## config.mk

```make
export PLATFORM = sky130hd
export DESIGN_NAME = block_transfer_ack_retransmit
export DESIGN_NICKNAME = d
export VERILOG_FILES = /design/src/rtl/bta_pkg.sv /design/src/rtl/bta_front.sv /design/src/rtl/bta_queue.sv /design/src/rtl/bta_back.sv /design/src/rtl/block_transfer_ack_retransmit.sv
export SDC_FILE = /design/constraint.sdc
export NUM_CORES = 1
export LEC_CHECK = 0
export ABC_CLOCK_PERIOD_IN_PS = 5900
export BUFFER_PORTS_ARGS = -buffer_cell sky130_fd_sc_hd__buf_2
export CORE_UTILIZATION = 50
export DETAILED_ROUTE_END_ITERATION = 16
export PLACE_DENSITY = 0.71
export SYNTH_ARGS = -nofsm -noshare
export SYNTH_HDL_FRONTEND = slang
export SYNTH_SLANG_ARGS = --single-unit
```

## constraint.sdc

```tcl
create_clock -name clk -period 5.9 [get_ports clk]
set_clock_uncertainty 0.05 [all_clocks]
set_input_delay 0.295 -clock clk [delete_from_list [all_inputs] [get_ports clk]]
set_output_delay 0.295 -clock clk [all_outputs]
set_load 0.01 [all_outputs]
```

## src/rtl/bta_pkg.sv

```systemverilog
// ----------------------------------------------------------------------------
// Block transfer package
// Shared types and codes for the stop-and-wait block transfer engine.
// ----------------------------------------------------------------------------
package bta_pkg;

  localparam int OFF_W   = 15;
  localparam int VER_W   = 16;
  localparam int CNT_W   = 16;
  localparam int TIMER_W = 4;
  localparam int QDEPTH  = 4;
  localparam int QPTR_W  = 2;

  localparam int S_TDATA_W = 48;
  localparam int S_TUSER_W = 4;
  localparam int M_TDATA_W = 72;
  localparam int M_TUSER_W = 2;

  localparam logic [TIMER_W-1:0] TIMER_LIMIT   = 4'd8;
  localparam logic [1:0]         RESEND_PHASE  = 2'd3;

  localparam logic REG_IMAGE_SIZE    = 1'b0;
  localparam logic REG_IMAGE_VERSION = 1'b1;

  localparam logic [1:0] MODE_START = 2'd0;
  localparam logic [1:0] MODE_FRAME = 2'd1;
  localparam logic [1:0] MODE_TICK  = 2'd2;
  localparam logic [1:0] MODE_LINK  = 2'd3;

  localparam logic [1:0] KIND_DATA = 2'd0;
  localparam logic [1:0] KIND_ACK  = 2'd1;

  localparam logic [2:0] ST_OK      = 3'd0;
  localparam logic [2:0] ST_LAST    = 3'd1;
  localparam logic [2:0] ST_INVALID = 3'd2;
  localparam logic [2:0] ST_VERSION = 3'd3;
  localparam logic [2:0] ST_OFFSET  = 3'd4;
  localparam logic [2:0] ST_UNKNOWN = 3'd5;

  localparam logic [1:0] FR_NONE = 2'd0;
  localparam logic [1:0] FR_DATA = 2'd1;
  localparam logic [1:0] FR_ACK  = 2'd2;

  typedef enum logic [2:0] {
    OP_START,
    OP_DATA,
    OP_ACK,
    OP_UNKNOWN,
    OP_TICK,
    OP_LINK_DOWN
  } op_t;

  typedef struct packed {
    op_t              op;
    logic             ver_ok;
    logic             len_ok;
    logic [OFF_W-1:0] offset;
    logic [OFF_W-1:0] size;
  } item_t;

endpackage

```

## src/rtl/bta_front.sv

```systemverilog
// ----------------------------------------------------------------------------
// Block transfer front end
// Unpacks incoming transfers, decodes the event kind and checks the version.
// ----------------------------------------------------------------------------
module bta_front (
  input  logic [bta_pkg::S_TDATA_W-1:0] s_tdata,
  input  logic [bta_pkg::S_TUSER_W-1:0] s_tuser,
  input  logic [bta_pkg::VER_W-1:0]     image_version,
  output bta_pkg::item_t                item
);
  import bta_pkg::*;

  logic [1:0]       mode;
  logic [1:0]       kind;
  logic [VER_W-1:0] fver;

  assign mode = s_tuser[1:0];
  assign kind = s_tuser[3:2];
  assign fver = s_tdata[16:1];

  always_comb begin
    item.op     = OP_LINK_DOWN;
    item.ver_ok = (fver == image_version);
    item.len_ok = s_tdata[0];
    item.offset = s_tdata[31:17];
    item.size   = s_tdata[46:32];
    case (mode)
      MODE_START: item.op = OP_START;
      MODE_FRAME: begin
        if (kind == KIND_DATA) begin
          item.op = OP_DATA;
        end else if (kind == KIND_ACK) begin
          item.op = OP_ACK;
        end else begin
          item.op = OP_UNKNOWN;
        end
      end
      MODE_TICK:  item.op = OP_TICK;
      MODE_LINK:  item.op = OP_LINK_DOWN;
      default:    item.op = OP_LINK_DOWN;
    endcase
  end

endmodule

```

## src/rtl/bta_queue.sv

```systemverilog
// ----------------------------------------------------------------------------
// Block transfer event queue
// Short first-in first-out queue between the decoder and the execute stage.
// ----------------------------------------------------------------------------
module bta_queue (
  input  logic           clk,
  input  logic           rst,
  input  logic           push,
  input  bta_pkg::item_t push_item,
  output logic           full,
  input  logic           pop,
  output logic           not_empty,
  output bta_pkg::item_t head
);
  import bta_pkg::*;

  item_t             entries [QDEPTH];
  logic [QPTR_W-1:0] wr_ptr;
  logic [QPTR_W-1:0] rd_ptr;
  logic [QPTR_W:0]   count;
  logic              do_push;
  logic              do_pop;

  assign full      = (count == (QPTR_W+1)'(QDEPTH));
  assign not_empty = (count != '0);
  assign head      = entries[rd_ptr];
  assign do_push   = push && !full;
  assign do_pop    = pop && not_empty;

  always_ff @(posedge clk) begin
    if (do_push) begin
      entries[wr_ptr] <= push_item;
    end
  end

  always_ff @(posedge clk) begin
    if (rst) begin
      wr_ptr <= '0;
      rd_ptr <= '0;
      count  <= '0;
    end else begin
      if (do_push) begin
        wr_ptr <= wr_ptr + 1'b1;
      end
      if (do_pop) begin
        rd_ptr <= rd_ptr + 1'b1;
      end
      case ({do_push, do_pop})
        2'b10:   count <= count + 1'b1;
        2'b01:   count <= count - 1'b1;
        default: count <= count;
      endcase
    end
  end

endmodule

```

## src/rtl/bta_back.sv

```systemverilog
// ----------------------------------------------------------------------------
// Block transfer execute stage
// Applies one queued event per cycle, while the output is not stalled, to the
// sender and receiver state and holds the result in an output register.
// ----------------------------------------------------------------------------
module bta_back #(
  parameter int BLOCK_BYTES = 256
) (
  input  logic                          clk,
  input  logic                          rst,
  input  logic                          in_valid,
  input  bta_pkg::item_t                in_item,
  output logic                          in_ready,
  input  logic [bta_pkg::OFF_W-1:0]     image_size,
  output logic                          m_tvalid,
  input  logic                          m_tready,
  output logic [bta_pkg::M_TDATA_W-1:0] m_tdata,
  output logic [bta_pkg::M_TUSER_W-1:0] m_tuser
);
  import bta_pkg::*;

  localparam logic [OFF_W-1:0] MAX_BLOCK = OFF_W'(BLOCK_BYTES);

  logic [OFF_W-1:0]   send_offset, send_offset_next;
  logic [TIMER_W-1:0] send_timer, send_timer_next;
  logic [OFF_W-1:0]   recv_offset, recv_offset_next;
  logic [OFF_W-1:0]   last_recv_size, last_recv_size_next;
  logic               sending, sending_next;
  logic [CNT_W-1:0]   done_sends, done_sends_next;
  logic [CNT_W-1:0]   done_receives, done_receives_next;

  logic [2:0]       status;
  logic [1:0]       frame_out;
  logic [OFF_W-1:0] out_offset;
  logic [OFF_W-1:0] out_size;
  logic             commit_image;
  logic             went_idle;

  logic [OFF_W:0]     ack_sum;
  logic [OFF_W:0]     data_end;
  logic [OFF_W+1:0]   recv_cont;
  logic [OFF_W-1:0]   recv_base;
  logic [OFF_W-1:0]   emit_from;
  logic [OFF_W-1:0]   emit_left;
  logic               emit_any;
  logic               do_emit;
  logic [TIMER_W-1:0] timer_inc;
  logic               take;

  assign in_ready = !m_tvalid || m_tready;
  assign take     = in_valid && in_ready;

  assign ack_sum   = {1'b0, send_offset} + {1'b0, in_item.size};
  assign data_end  = {1'b0, in_item.offset} + {1'b0, in_item.size};
  assign recv_base = (in_item.offset == '0) ? '0 : recv_offset;
  assign recv_cont = {2'b00, recv_base} + {2'b00, last_recv_size};
  assign timer_inc = send_timer + 1'b1;
  assign emit_any  = (image_size > emit_from);
  assign emit_left = image_size - emit_from;

  always_comb begin
    send_offset_next    = send_offset;
    send_timer_next     = send_timer;
    recv_offset_next    = recv_offset;
    last_recv_size_next = last_recv_size;
    sending_next        = sending;
    done_sends_next     = done_sends;
    done_receives_next  = done_receives;
    status              = ST_OK;
    commit_image        = 1'b0;
    went_idle           = 1'b0;
    do_emit             = 1'b0;
    emit_from           = send_offset;
    frame_out           = FR_NONE;
    out_offset          = '0;
    out_size            = '0;
    case (in_item.op)
      OP_START: begin
        send_offset_next = '0;
        emit_from        = '0;
        do_emit          = 1'b1;
        send_timer_next  = '0;
        sending_next     = 1'b1;
      end
      OP_DATA: begin
        if (!in_item.len_ok) begin
          status = ST_INVALID;
        end else if (!in_item.ver_ok) begin
          status = ST_VERSION;
        end else if (in_item.offset != recv_base &&
                     {2'b00, in_item.offset} != recv_cont) begin
          recv_offset_next = recv_base;
          status           = ST_OFFSET;
        end else begin
          recv_offset_next = in_item.offset;
          if (data_end > {1'b0, image_size}) begin
            status = ST_INVALID;
          end else begin
            if (data_end == {1'b0, image_size}) begin
              done_receives_next = done_receives + 1'b1;
              status             = ST_LAST;
              commit_image       = 1'b1;
            end
            last_recv_size_next = in_item.size;
            frame_out           = FR_ACK;
            out_offset          = in_item.offset;
            out_size            = in_item.size;
          end
        end
      end
      OP_ACK: begin
        if (!in_item.ver_ok) begin
          status = ST_VERSION;
        end else if (in_item.offset != send_offset) begin
          status = ST_INVALID;
        end else begin
          send_offset_next = ack_sum[OFF_W-1:0];
          emit_from        = ack_sum[OFF_W-1:0];
          if (ack_sum >= {1'b0, image_size}) begin
            sending_next    = 1'b0;
            went_idle       = 1'b1;
            done_sends_next = done_sends + 1'b1;
            status          = ST_LAST;
          end else begin
            do_emit         = 1'b1;
            send_timer_next = '0;
          end
        end
      end
      OP_UNKNOWN: status = ST_UNKNOWN;
      OP_TICK: begin
        if (sending) begin
          send_timer_next = timer_inc;
          if (send_timer[1:0] == RESEND_PHASE) begin
            do_emit = 1'b1;
          end else if (timer_inc > TIMER_LIMIT) begin
            sending_next = 1'b0;
            went_idle    = 1'b1;
          end
        end
      end
      OP_LINK_DOWN: begin
        done_sends_next    = '0;
        done_receives_next = '0;
      end
      default: status = ST_OK;
    endcase
    if (do_emit && emit_any) begin
      frame_out  = FR_DATA;
      out_offset = emit_from;
      out_size   = (emit_left >= MAX_BLOCK) ? MAX_BLOCK : emit_left;
    end
  end

  always_ff @(posedge clk) begin
    if (rst) begin
      send_offset    <= '0;
      send_timer     <= '0;
      recv_offset    <= '0;
      last_recv_size <= '0;
      sending        <= 1'b0;
      done_sends     <= '0;
      done_receives  <= '0;
      m_tvalid       <= 1'b0;
    end else begin
      if (take) begin
        send_offset    <= send_offset_next;
        send_timer     <= send_timer_next;
        recv_offset    <= recv_offset_next;
        last_recv_size <= last_recv_size_next;
        sending        <= sending_next;
        done_sends     <= done_sends_next;
        done_receives  <= done_receives_next;
        m_tvalid       <= 1'b1;
      end else if (m_tready) begin
        m_tvalid <= 1'b0;
      end
    end
  end

  always_ff @(posedge clk) begin
    if (take) begin
      m_tuser <= frame_out;
      m_tdata <= {4'b0000, done_receives_next, done_sends_next, sending_next,
                  went_idle, commit_image, out_size, out_offset, status};
    end
  end

endmodule

```

## src/rtl/block_transfer_ack_retransmit.sv

```systemverilog
// ----------------------------------------------------------------------------
// Stop-and-wait block transfer engine
// Sender and receiver of a block-by-block image transfer with acknowledgement
// and timed resend.
// ----------------------------------------------------------------------------
// Each input transfer is one event (start, arrived frame, one-second tick or
// link down) and yields exactly one result transfer. The block takes one event
// per cycle while the queue has room: a decoder classifies the event into a
// four-entry queue, and an execute stage applies one event per cycle to the
// transfer state while the output is not stalled, so the rate is set by that
// single-cycle state update, and the result is registered. The image size and
// version registers may be written only while no event is in flight.
module block_transfer_ack_retransmit #(
  parameter int BLOCK_BYTES = 256
) (
  input  logic                          clk,
  input  logic                          rst,
  input  logic                          cfg_we,
  input  logic                          cfg_index,
  input  logic [bta_pkg::VER_W-1:0]     cfg_wdata,
  input  logic                          s_tvalid,
  output logic                          s_tready,
  // length_ok, frame_version, frame_offset, frame_size
  input  logic [bta_pkg::S_TDATA_W-1:0] s_tdata,
  // mode, frame_kind
  input  logic [bta_pkg::S_TUSER_W-1:0] s_tuser,
  output logic                          m_tvalid,
  input  logic                          m_tready,
  // status, out_offset, out_size, commit_image, went_idle, busy_res,
  // sent_count, received_count
  output logic [bta_pkg::M_TDATA_W-1:0] m_tdata,
  // frame_out
  output logic [bta_pkg::M_TUSER_W-1:0] m_tuser
);
  import bta_pkg::*;

  logic [OFF_W-1:0] image_size;
  logic [VER_W-1:0] image_version;
  item_t            front_item;
  item_t            queue_head;
  logic             queue_full;
  logic             queue_not_empty;
  logic             back_ready;

  always_ff @(posedge clk) begin
    if (rst) begin
      image_size    <= '0;
      image_version <= '0;
    end else if (cfg_we) begin
      case (cfg_index)
        REG_IMAGE_SIZE:    image_size    <= cfg_wdata[OFF_W-1:0];
        REG_IMAGE_VERSION: image_version <= cfg_wdata;
        default:           image_size    <= image_size;
      endcase
    end
  end

  assign s_tready = !queue_full;

  bta_front u_front (
    .s_tdata       (s_tdata),
    .s_tuser       (s_tuser),
    .image_version (image_version),
    .item          (front_item)
  );

  bta_queue u_queue (
    .clk       (clk),
    .rst       (rst),
    .push      (s_tvalid),
    .push_item (front_item),
    .full      (queue_full),
    .pop       (back_ready),
    .not_empty (queue_not_empty),
    .head      (queue_head)
  );

  bta_back #(
    .BLOCK_BYTES (BLOCK_BYTES)
  ) u_back (
    .clk        (clk),
    .rst        (rst),
    .in_valid   (queue_not_empty),
    .in_item    (queue_head),
    .in_ready   (back_ready),
    .image_size (image_size),
    .m_tvalid   (m_tvalid),
    .m_tready   (m_tready),
    .m_tdata    (m_tdata),
    .m_tuser    (m_tuser)
  );

endmodule

```

==> run metrics, run 1 <==
sequential element share of the synthesized area 49.3%; number of distinct library cells after synthesis 74; top cell types by occurrence after synthesis 210 x sky130_fd_sc_hd__edfxtp_1, 148 x sky130_fd_sc_hd__nand2_1, 123 x sky130_fd_sc_hd__dfxtp_1, 117 x sky130_fd_sc_hd__nor2_1, 111 x sky130_fd_sc_hd__a21oi_1; Wirelength per Cell around 20 um; Power Density around 500 nW/um^2; vertical die dimension 191 um; # rows 68; fraction of power spent switching nets between 40% and 50%; count of yosys warnings during synthesis 0; DR iter-0 viols approximately 960; global-route usage over all layers between 20% and 30%; number of buffers added by the clock tree synthesis step 37; slew margin rel. 30.2%; area growth from synthesis to final layout 18.7%; Critical Path Slowest Stage Cell sky130_fd_sc_hd__mux4_2; sort of element at the end of the critical path flop; Post-Synthesis Cell Area between 15,000 and 20,000 sq um; gp weighted congestion around 0.9; Slew @ Worst Pin between 1 and 1.5 ns; post-route standard cell area excluding fillers ~21,000 sq um; Crit path largest cell delay around 0.56 ns; CTS tree done; Initial Utilization about half; Worst path most repeated cell sky130_fd_sc_hd__buf_4; count of vias placed by the detailed router 13,930; Worst EP required between 6 and 7 ns; syn_area_per_cell around 11 sq um; max-cap check violation count 0; cell area after placement about 19,000 sq um; multi-input logic area about 8500 sq um; top-level port count 150; net switching power 4.34 mW; Routed Antenna Nets 0; hpwl dp around 33,000 um; Setup CP Type flop to flop; leak pwr between 8 and 9 nW; fraction of power consumed by sequential logic 30.1%; Post-synth EDFFs between 200 and 250; share of final-layout standard cells stronger than drive strength 1 a little under a fifth; beginning of the worst hold path s_tuser[0]; top-area cell type share of the netlist area between 30% and 40%; Cells after DPL 2,239; vias per std cell approximately 6; final net count slightly above 2,000; Root Driver sky130_fd_sc_hd__clkbuf_16; count of mapped cells out of synthesis around 1,700; largest net degree at the start of global routing 71; worst vdd ir 0.341 mV; #FFs+latches synth roughly 330; internal cell power around 6.4 mW; result of the run complete, no violations; Min-Delay Path Class input port to flop; area taken by flip-flops and latches between 8000 and 9000 sq um; residual overflow from global routing 0; count of H-tree levels built during CTS 2; power share of the combinational group between 40% and 50%; proportion of power drawn by the clock network about a fifth; clk buf depth 3; Core Box Area ~35,000 sq um; Finish-stage setup viols 0; die area about 36,000 sq um; total clock sinks between 300 and 400; count of final hold-check violations 0; signal arrival time at the worst endpoint roughly 6.1 ns; Clock transition at path regs ~0.06 ns; crit path time final between 5 and 6 ns; setup TNS 0 ns; Fillers 2,780; via count of the first global-routing pass about 13,000; overall routed net length approximately 46,000 um; clock latency on the worst-skew pair 0.56 ns; filler-free cell count of the finished design between 2,000 and 2,500; DRC violations left 0; horizontal die dimension roughly 190 um; end-of-flow core utilization 60.7%; number of max-slew violations in the final report 0; maximum fanout along the worst path 13; most instantiated flip-flop cell in the synthesis netlist sky130_fd_sc_hd__edfxtp_1; launching element type of the critical path flop; critical-path cell list buf_12 > mux4_2 > xor2_1 > or4_1 > or3_4 > nor2_2 > o21ai_2 > buf_4 > a22o_1 > inv_1 > ha_1 > buf_4 > a21o_1 > a21o_1 > a211oi_2 > or2_2 > o211ai_1 > a21oi_1 > xnor2_1 > nor4_2 > buf_4 > a32o_1; DRT Pass-1 Iters 5; cell type with the largest total area after synthesis sky130_fd_sc_hd__edfxtp_1; final critical-path share of the clock period 96.8%; number of antenna diodes 0; global-route wire length before repair 71,500 um; Synth async-reset ratio 0%; number of buffer cells added on primary ports between 100 and 150; achievable frequency about 0.18 GHz; ranking of synthesized cells by area sky130_fd_sc_hd__edfxtp_1 35%, sky130_fd_sc_hd__dfxtp_1 14%, sky130_fd_sc_hd__ha_1 6.9%; number of antenna violations at the first check in global routing 0; most numerous cell in the Yosys netlist sky130_fd_sc_hd__edfxtp_1
[routing by layer]
layer  track usage [%]  vias to the layer above  routed length, um
met4              10.6                        0               1770
met1              33.4                     6713              19700
met2              41.5                      504              21800
met5                 0                        -                  0
li1                  -                     6599                  -
met3              4.01                      114               2820
[layout make-up]
type                       count  area share, %
timing repair buffer         265           8.48
multi-input combinational   1167           40.3
clock inverter                19          0.930
tap                          455           2.70
sequential                   333           41.5
clock buffer                  49           4.75
inverter                      75           1.35
[worst max-delay path: cells and delay by family (launching register included)]
family | cells | cell delay (ns)
mux | 1 | 0.56
buf+inv | 5 | 0.89
flops | 1 | 0.39
compound gates | 8 | 1.51
simple gates | 5 | 1.62
xor+xnor | 2 | 0.26
fa+ha+maj | 1 | 0.26
[power by group through the flow]
| stage | registers (mW) | clock network [mW] | logic [mW] |
|---|---|---|---|
| after floorplan | 3.37 | 0 | 3.40 |
| after global placement | 3.26 | 0 | 4.95 |
| after detailed placement | 3.28 | 0 | 5.06 |
| after CTS | 3.23 | 2.32 | 5.15 |
| after global routing | 3.27 | 2.41 | 5.73 |
| final | 3.24 | 2.28 | 5.25 |
[placed cells by master, fill, tap and decap left out, types with 20 or more instances in the layout]
cell type and count:
sky130_fd_sc_hd__nand2_1 146, sky130_fd_sc_hd__dlygate4sd3_1 49, sky130_fd_sc_hd__buf_4 70, sky130_fd_sc_hd__mux2i_1 38, sky130_fd_sc_hd__ha_1 98, sky130_fd_sc_hd__dfxtp_1 121
sky130_fd_sc_hd__and2_1 30, sky130_fd_sc_hd__a31oi_1 21, sky130_fd_sc_hd__inv_1 74, sky130_fd_sc_hd__edfxtp_1 210, sky130_fd_sc_hd__clkbuf_16 38, sky130_fd_sc_hd__nand3_1 41
sky130_fd_sc_hd__buf_2 143, sky130_fd_sc_hd__xor2_1 27, sky130_fd_sc_hd__mux4_2 33, sky130_fd_sc_hd__o21ai_0 58, sky130_fd_sc_hd__and3_1 20, sky130_fd_sc_hd__nor2_1 113
sky130_fd_sc_hd__nand4_1 36, sky130_fd_sc_hd__a21oi_1 108, sky130_fd_sc_hd__a21o_1 30, sky130_fd_sc_hd__a22o_1 32, sky130_fd_sc_hd__or4_1 20, sky130_fd_sc_hd__xnor2_1 74
sky130_fd_sc_hd__a211oi_1 20
[per-stage QoR]
stage / power (mW) / hold slack (ns) / setup slack (ns)
detailed placement: 8.33 / 0.413 / -0.0835
global route: 11.4 / 0.109 / -0.0371
floorplan: 6.77 / 0.344 / 0.0390
global placement: 8.21 / 0.404 / 0.0390
finish: 10.8 / 0.108 / 0.189
CTS: 10.7 / 0.0866 / 0.00775
[sequential cells by signal, indices dropped and copies added (netlist names), named ones only]
name,count
image_size,15
image_version,16
u_back.done_receives,16
u_back.done_sends,16
u_back.last_recv_size,15
u_back.m_tdata,68
u_back.m_tuser,2
u_back.m_tvalid,1
u_back.recv_offset,15
u_back.send_offset,15
u_back.send_timer,4
u_back.sending,1
u_queue.count,3
u_queue.entries,140
u_queue.rd_ptr,2
u_queue.wr_ptr,2
[repair_timing]
action / in CTS / in global routing
setup buffers: 0 / 7
endpoints found under the hold margin: 160 / 0
pin swaps: 0 / 5
hold buffers: 49 / 0
resized for setup: 2 / 29
endpoints found under the setup margin: 16 / 120
gates cloned: 0 / 0
[path summary, 6_finish.rpt]
path	cells past startpoint	slack, ns	end
setup reg to reg	22	0.19	u_back.m_tdata[20]
hold / removal	2	0.11	u_queue.entries[3][32]
hold reg to reg	2	0.42	image_version[14]
setup / recovery	22	0.19	u_back.m_tdata[20]
[logic make-up (layout without fill, tap and decap cells)]
kind of cell / Yosys count / count (layout) / synth area share [%]
AOI/OAI and AO/OA: 372 / 372 / 13.6
xor gates and xnor gates: 101 / 101 / 4.97
adders and majority gates: 103 / 103 / 7.45
buffers and inverters: 162 / 408 / 3.75
DFF: 333 / 333 / 49.3
muxes: 73 / 73 / 6.44
other: 1 / 4 / 0.0211
and+or+nand+nor: 514 / 514 / 14.5
Note: power is estimated with default switching activity, not from simulation.
==> inputs of run 2 (changes only) <==
Settings changed: CORE_UTILIZATION 50 to 30, PLACE_DENSITY 0.71 to 0.5.
==> run metrics, run 2 (synthesis results as in run 1) <==
number of antenna violations at the first check in global routing 0 (unchanged); setup repair after global routing missed its margin yes; number of flip-flops in the largest register 140 (unchanged); number of max-slew violations in the final report 0 (unchanged); setup TNS 0 ns (unchanged); most used cells in the layout excluding fill and tap cells 210 x sky130_fd_sc_hd__edfxtp_1, 148 x sky130_fd_sc_hd__nand2_1, 144 x sky130_fd_sc_hd__buf_2, 121 x sky130_fd_sc_hd__dfxtp_1, 113 x sky130_fd_sc_hd__nor2_1; vertical die dimension 246 um (+29%); DRC violations left 0 (unchanged); DRT Pass-1 Iters 5 (unchanged); achievable frequency 0.171 GHz (-2.3%); Initial Utilization 30.6% (-21 points); residual overflow from global routing 0 (unchanged); signal arrival time at the worst endpoint 6.22 ns (+0.16 ns); count of final hold-check violations 0 (unchanged); register with the most flip-flops u_queue.entries; Routed Antenna Nets 0 (unchanged); gp weighted congestion 0.856 (-6.1%); result of the run complete, no violations; Slew @ Worst Pin 1.07 ns (+0.0206 ns); clock latency on the worst-skew pair 0.57 ns (about the same); count of vias placed by the detailed router 13,635 (-2.1%); overall routed net length 51,300 um (+11%); RR Endpoint u_back.m_tdata[23]; number of antenna diodes 0 (unchanged); top-level port count 150 (unchanged); Root Driver sky130_fd_sc_hd__clkbuf_16; Finish-stage setup viols 0 (unchanged); maximum fanout along the worst path 8 (-5); depth of the critical timing path with buffers and inverters included 25 (+14%); Core Box Area 58,100 sq um (+67%); via count of the first global-routing pass 13,620 (+3.4%); leak pwr 8.63 nW (+4.8%); beginning of the worst hold path s_tuser[0]; worst vdd ir 0.243 mV (-29%); Crit path largest cell delay 0.56 ns (about the same); last element of the critical path u_back.m_tdata[23]; Wirelength per Cell 18.8 um (-3.5%); total clock sinks 333 (unchanged); max-cap check violation count 0 (unchanged); area growth from synthesis to final layout 25.3%; total power 11.6 mW (+7.9%); number of buffer cells added on primary ports 144 (unchanged); largest registers u_queue.entries: 140 flops, u_back.m_tdata: 68 flops; number of buffers added by the clock tree synthesis step 41 (+11%); Worst EP required 6.27 ns (+0.02 ns); slew margin rel. 28.8% (-1.4 points); routed metal-1 wire length 22,800 um (+16%); die area 60,300 sq um (+66%); Power Density 521 nW/um^2 (+2.2%); crit path time final 5.85 ns (+0.137 ns); clk buf depth 3 (unchanged); count of H-tree levels built during CTS 2 (unchanged); global-route usage over all layers 16.8% (-8.5 points); top routing layer used met4; most common cell after layout, fill and taps aside sky130_fd_sc_hd__edfxtp_1; sort of element at the end of the critical path flop; Clock transition at path regs 0.06 ns (about the same); Fillers 5,702 (+110%); vias per std cell 5.01 (-15%); DR iter-0 viols 891 (-7.5%); met3 routed wirelength 1880 um (-33%); buffers and inverters on the worst path 7 (+2); family with the most delay on the worst path compound AO/OA/AOI/OAI gates; share of final-layout standard cells stronger than drive strength 1 21.1% (+2.9 points); Setup CP Type flop to flop; Routed met2 length 25,400 um (+17%); Critical Path Slowest Stage Cell sky130_fd_sc_hd__mux4_2; Worst R2R Setup Slack 0.05 ns (-0.14 ns); final net count 2,102 (+2.2%); worst hold margin 0.0795 ns (-0.0280 ns); # rows 88 (+29%); cell depth of the worst flop-to-flop path 25 (+14%); global-route wire length before repair 78,500 um (+9.8%); hpwl dp 37,000 um (+13%); largest net degree at the start of global routing 71 (unchanged); launching element type of the critical path flop; Min-Delay Path Class input port to flop; final critical-path share of the clock period 99.1% (+2.3 points); CTS tree done; horizontal die dimension 246 um (+29%)
==> run 2: cell count changes in the layout (fill, tap and decap cells not counted), sizes merged <==
cell | previous run | this run
buf | 216 | 257
clkinv | 11 | 7
bufinv | 2 | 7
clkinvlp | 3 | 4
clkbuf | 49 | 56
inv | 78 | 77
==> run 2: timing repair <==
item,CTS,global route
hold buffers,49,0
gates resized for setup,4,53
setup buffers,2,20
endpoints found under the setup margin,35,108
pin swaps,0,23
endpoints found under the hold margin,160,0
cloned,0,1
==> run 2: power breakdown <==
part | total [mW] | leakage, nW | internal [mW] | switching (mW)
Clock | 2.74 | 0.720 | 1.71 | 1.04
Combinational | 5.62 | 4.92 | 2.31 | 3.31
Sequential | 3.25 | 2.98 | 3.02 | 0.234
==> run 2: worst reg2reg max path, cell delays in order (launching register included) <==
cell,delay (ns)
sky130_fd_sc_hd__dfxtp_4,0.38
sky130_fd_sc_hd__buf_12,0.11
sky130_fd_sc_hd__clkbuf_16,0.13
sky130_fd_sc_hd__mux4_2,0.56
sky130_fd_sc_hd__xor2_1,0.17
sky130_fd_sc_hd__or4_1,0.51
sky130_fd_sc_hd__or3_4,0.47
sky130_fd_sc_hd__nor2_4,0.16
sky130_fd_sc_hd__o21ai_2,0.08
sky130_fd_sc_hd__buf_12,0.15
sky130_fd_sc_hd__a22o_1,0.23
sky130_fd_sc_hd__inv_2,0.08
sky130_fd_sc_hd__ha_4,0.20
sky130_fd_sc_hd__nor2b_4,0.12
sky130_fd_sc_hd__o21a_1,0.20
sky130_fd_sc_hd__o21ai_2,0.17
sky130_fd_sc_hd__a21oi_2,0.09
sky130_fd_sc_hd__a221o_1,0.35
sky130_fd_sc_hd__a221o_1,0.38
sky130_fd_sc_hd__buf_6,0.14
sky130_fd_sc_hd__a211oi_2,0.18
sky130_fd_sc_hd__a21oi_2,0.06
sky130_fd_sc_hd__nor4_2,0.24
sky130_fd_sc_hd__buf_4,0.17
sky130_fd_sc_hd__buf_6,0.13
sky130_fd_sc_hd__a32o_1,0.18
==> run 2: per-stage QoR <==
step | util [%] | cells | area (sq um) | setup WS [ns]
final | 38.4 | 2722 | 22300 | 0.0517
after global routing | 38.4 | 2722 | 22300 | -0.154
after detailed placement | 34.2 | 2575 | 19900 | -0.117
after global placement | 34.2 | 2575 | 19900 | -0.0700
after floorplan | - | 1662 | 17800 | 0.0390
after CTS | 37.7 | 2701 | 21900 | 0.0180
==> run 2: worst min path at each step <==
stage                                        end  slack [ns]  cells past startpoint
final                     u_queue.entries[3][32]        0.08                      2
after global routing      u_queue.entries[2][32]        0.09                      2
after CTS                 u_queue.entries[3][32]        0.06                      2
after detailed placement         u_back.m_tvalid        0.41                      2
after global placement         image_version[11]        0.41                      2
after floorplan            u_queue.entries[0][0]        0.34                      0
==> run 2: layer usage <==
layer  GRT usage (%)  vias to the layer above
met5               0                        -
met4            4.97                        0
met2            29.1                      275
li1                -                     6696
met3            2.20                       67
met1            21.8                     6597
==> run 2: area by class of cell <==
type | count | area [sq um] | share of cell area, %
repair buffers | 307 | 2220 | 9.97
clock inverters | 20 | 343 | 1.54
clock buffers | 55 | 1160 | 5.20
inverters | 75 | 284 | 1.27
flip-flops and latches | 333 | 8780 | 39.4
multi-input cells | 1167 | 8560 | 38.4
well taps | 765 | 957 | 4.29
==> inputs of run 3 (changes only) <==
Settings changed: CORE_UTILIZATION 30 to 55, PLACE_DENSITY 0.5 to 0.86.
==> run metrics, run 3 (synthesis results as in run 1) <==
result of the run complete, no violations; number of antenna violations at the first check in global routing 1 (+1); proportion of power drawn by the clock network 20.5% (-3.1 points); residual overflow from global routing 0 (unchanged); top-level port count 150 (unchanged); die area 33,100 sq um (-45%); largest registers u_queue.entries: 140 flops, u_back.m_tdata: 68 flops; clk buf depth 3 (unchanged); fraction of power spent switching nets 40.4% (+1.0 points); power share of the combinational group 50.5% (+2.1 points); count of vias placed by the detailed router 14,630 (+7.3%); number of buffers added by the clock tree synthesis step 35 (-15%); crit path time final 5.78 ns (-0.0656 ns); CTS tree done; count of H-tree levels built during CTS 2 (unchanged); achievable frequency 0.173 GHz (+1.1%); setup TNS 0 ns (unchanged); leak pwr 8.46 nW (-2.0%); overall routed net length 48,900 um (-4.7%); number of max-slew violations in the final report 0 (unchanged); clock latency on the worst-skew pair 0.55 ns (-0.02 ns); Core Box Area 31,700 sq um (-45%); largest net degree at the start of global routing 78 (+9.9%); most used cells in the layout excluding fill and tap cells 210 x sky130_fd_sc_hd__edfxtp_1, 147 x sky130_fd_sc_hd__nand2_1, 143 x sky130_fd_sc_hd__buf_2, 122 x sky130_fd_sc_hd__dfxtp_1, 111 x sky130_fd_sc_hd__nor2_1; fraction of power consumed by sequential logic 28.9% (+0.9 points); internal cell power 6.66 mW (-5.3%); sort of element at the end of the critical path flop; max-cap check violation count 0 (unchanged); Setup CP Type flop to flop; vias per std cell 6.23 (+24%); net switching power 4.52 mW (-1.1%); launching element type of the critical path flop; maximum fanout along the worst path 7 (-1); gp weighted congestion 0.949 (+11%); final critical-path share of the clock period 98.0% (-1.1 points); number of buffer cells added on primary ports 144 (unchanged); Routed Antenna Nets 0 (unchanged); most common cell after layout, fill and taps aside sky130_fd_sc_hd__edfxtp_1; Worst EP required 6.12 ns (-0.15 ns); horizontal die dimension 182 um (-26%); Min-Delay Path Class input port to flop; count of final hold-check violations 0 (unchanged); signal arrival time at the worst endpoint 6.01 ns (-0.21 ns); final net count 2,096 (-0.29%); Root Driver sky130_fd_sc_hd__clkbuf_16; share of final-layout standard cells stronger than drive strength 1 20.1% (-0.96 points); global-route wire length before repair 74,300 um (-5.4%); global-route usage over all layers 28.9% (+12 points); slew margin rel. 26.3% (-2.5 points); DR iter-0 viols 1,451 (+63%); number of flip-flops in the largest register 140 (unchanged); total power 11.2 mW (-3.7%); area growth from synthesis to final layout 20.4%; hpwl dp 33,100 um (-11%); total clock sinks 333 (unchanged); Slew @ Worst Pin 1.10 ns (+0.0376 ns); DRC violations left 0 (unchanged); via count of the first global-routing pass 14,047 (+3.1%); Fillers 2,253 (-60%); Wirelength per Cell 20.8 um (+10%); # rows 65 (-26%); DRT Pass-1 Iters 8 (+3); Clock transition at path regs 0.06 ns (about the same); Initial Utilization 56.1% (+25 points); Power Density 522 nW/um^2 (+0.26%); register with the most flip-flops u_queue.entries; Finish-stage setup viols 0 (unchanged); vertical die dimension 182 um (-26%); worst vdd ir 0.449 mV (+85%)
## run 3: changes by cell type in the layout (fill, tap and decap cells not counted), sizes merged
cell      before  now
clkinvlp       4    3
clkinv         7   11
diode          0    1
clkbuf        56   45
bufinv         7    4
## run 3: power groups by stage
stage / combinational (mW) / clock [mW] / sequential, mW
after floorplan: 3.40 / 0 / 3.37
after global placement: 5.05 / 0 / 3.25
after detailed placement: 5.25 / 0 / 3.27
after CTS: 5.37 / 2.32 / 3.23
after global routing: 6.09 / 2.42 / 3.27
final: 5.65 / 2.30 / 3.24
## run 3: path summary, 6_finish.rpt
path,startpoint,endpoint,slack [ns],cells past startpoint
setup / recovery,flop,u_back.m_tdata[26],0.12,23
hold / removal,s_tuser[0],u_queue.entries[2][32],0.13,2
setup reg to reg,flop,u_back.m_tdata[26],0.12,23
hold reg to reg,u_back.m_tvalid,u_back.m_tvalid,0.42,2
## run 3: layer usage
metal  track usage (%)  vias to the layer above  wire [um]
li1                  -                     6681          -
met1              35.7                     6946      19000
met2              48.9                      783      23400
met3              3.65                      220       3520
met4              16.9                        0       2950
met5                 0                        -          0
## run 3: layout make-up
type | count | area (sq um) | area share, %
Multi-Input combinational cell | 1167 | 8520 | 39.7
Clock buffer | 44 | 950 | 4.43
Clock inverter | 20 | 251 | 1.17
Inverter | 75 | 284 | 1.33
Tap cell | 402 | 503 | 2.35
Timing Repair Buffer | 307 | 2150 | 10.0
Antenna cell | 1 | 2.50 | 0.0117
Sequential cell | 333 | 8770 | 40.9
## run 3: through the flow
stage	area (sq um)	utilization, %	setup slack [ns]	hold slack (ns)	instances
2_1_floorplan	17800	-	0.0390	0.344	1662
3_3_place_gp	19400	61.3	-0.0293	0.406	2221
3_5_place_dp	19400	61.3	-0.179	0.413	2221
4_1_cts	21200	66.7	0.00311	0.100	2334
5_1_grt	21400	67.6	-0.0585	0.128	2349
6_report	21400	67.6	0.117	0.128	2349
## run 3: repair_timing
| item | CTS | global route |
|---|---|---|
| pin swaps | 0 | 12 |
| gates resized for setup | 3 | 43 |
| setup endpoints to repair | 19 | 113 |
| hold buffers | 49 | 0 |
| setup buffers | 0 | 13 |
| cloned | 0 | 1 |
| endpoints found under the hold margin | 157 | 0 |
## run 3: worst max-delay path, stage by stage (launching register included)
cell	delay [ns]
sky130_fd_sc_hd__dfxtp_4	0.39
sky130_fd_sc_hd__buf_12	0.15
sky130_fd_sc_hd__mux4_2	0.56
sky130_fd_sc_hd__xnor2_2	0.18
sky130_fd_sc_hd__nand4_1	0.11
sky130_fd_sc_hd__or4_4	0.42
sky130_fd_sc_hd__or3_4	0.44
sky130_fd_sc_hd__nor3_4	0.26
sky130_fd_sc_hd__a22o_1	0.21
sky130_fd_sc_hd__inv_1	0.04
sky130_fd_sc_hd__ha_1	0.28
sky130_fd_sc_hd__nor2b_1	0.13
sky130_fd_sc_hd__o21a_1	0.20
sky130_fd_sc_hd__o21ai_2	0.15
sky130_fd_sc_hd__a21oi_1	0.12
sky130_fd_sc_hd__a221o_1	0.33
sky130_fd_sc_hd__a221o_1	0.39
sky130_fd_sc_hd__buf_4	0.16
sky130_fd_sc_hd__a211oi_2	0.19
sky130_fd_sc_hd__a21oi_1	0.08
sky130_fd_sc_hd__nor4_2	0.28
sky130_fd_sc_hd__buf_4	0.17
sky130_fd_sc_hd__buf_4	0.11
sky130_fd_sc_hd__o2bb2ai_1	0.08
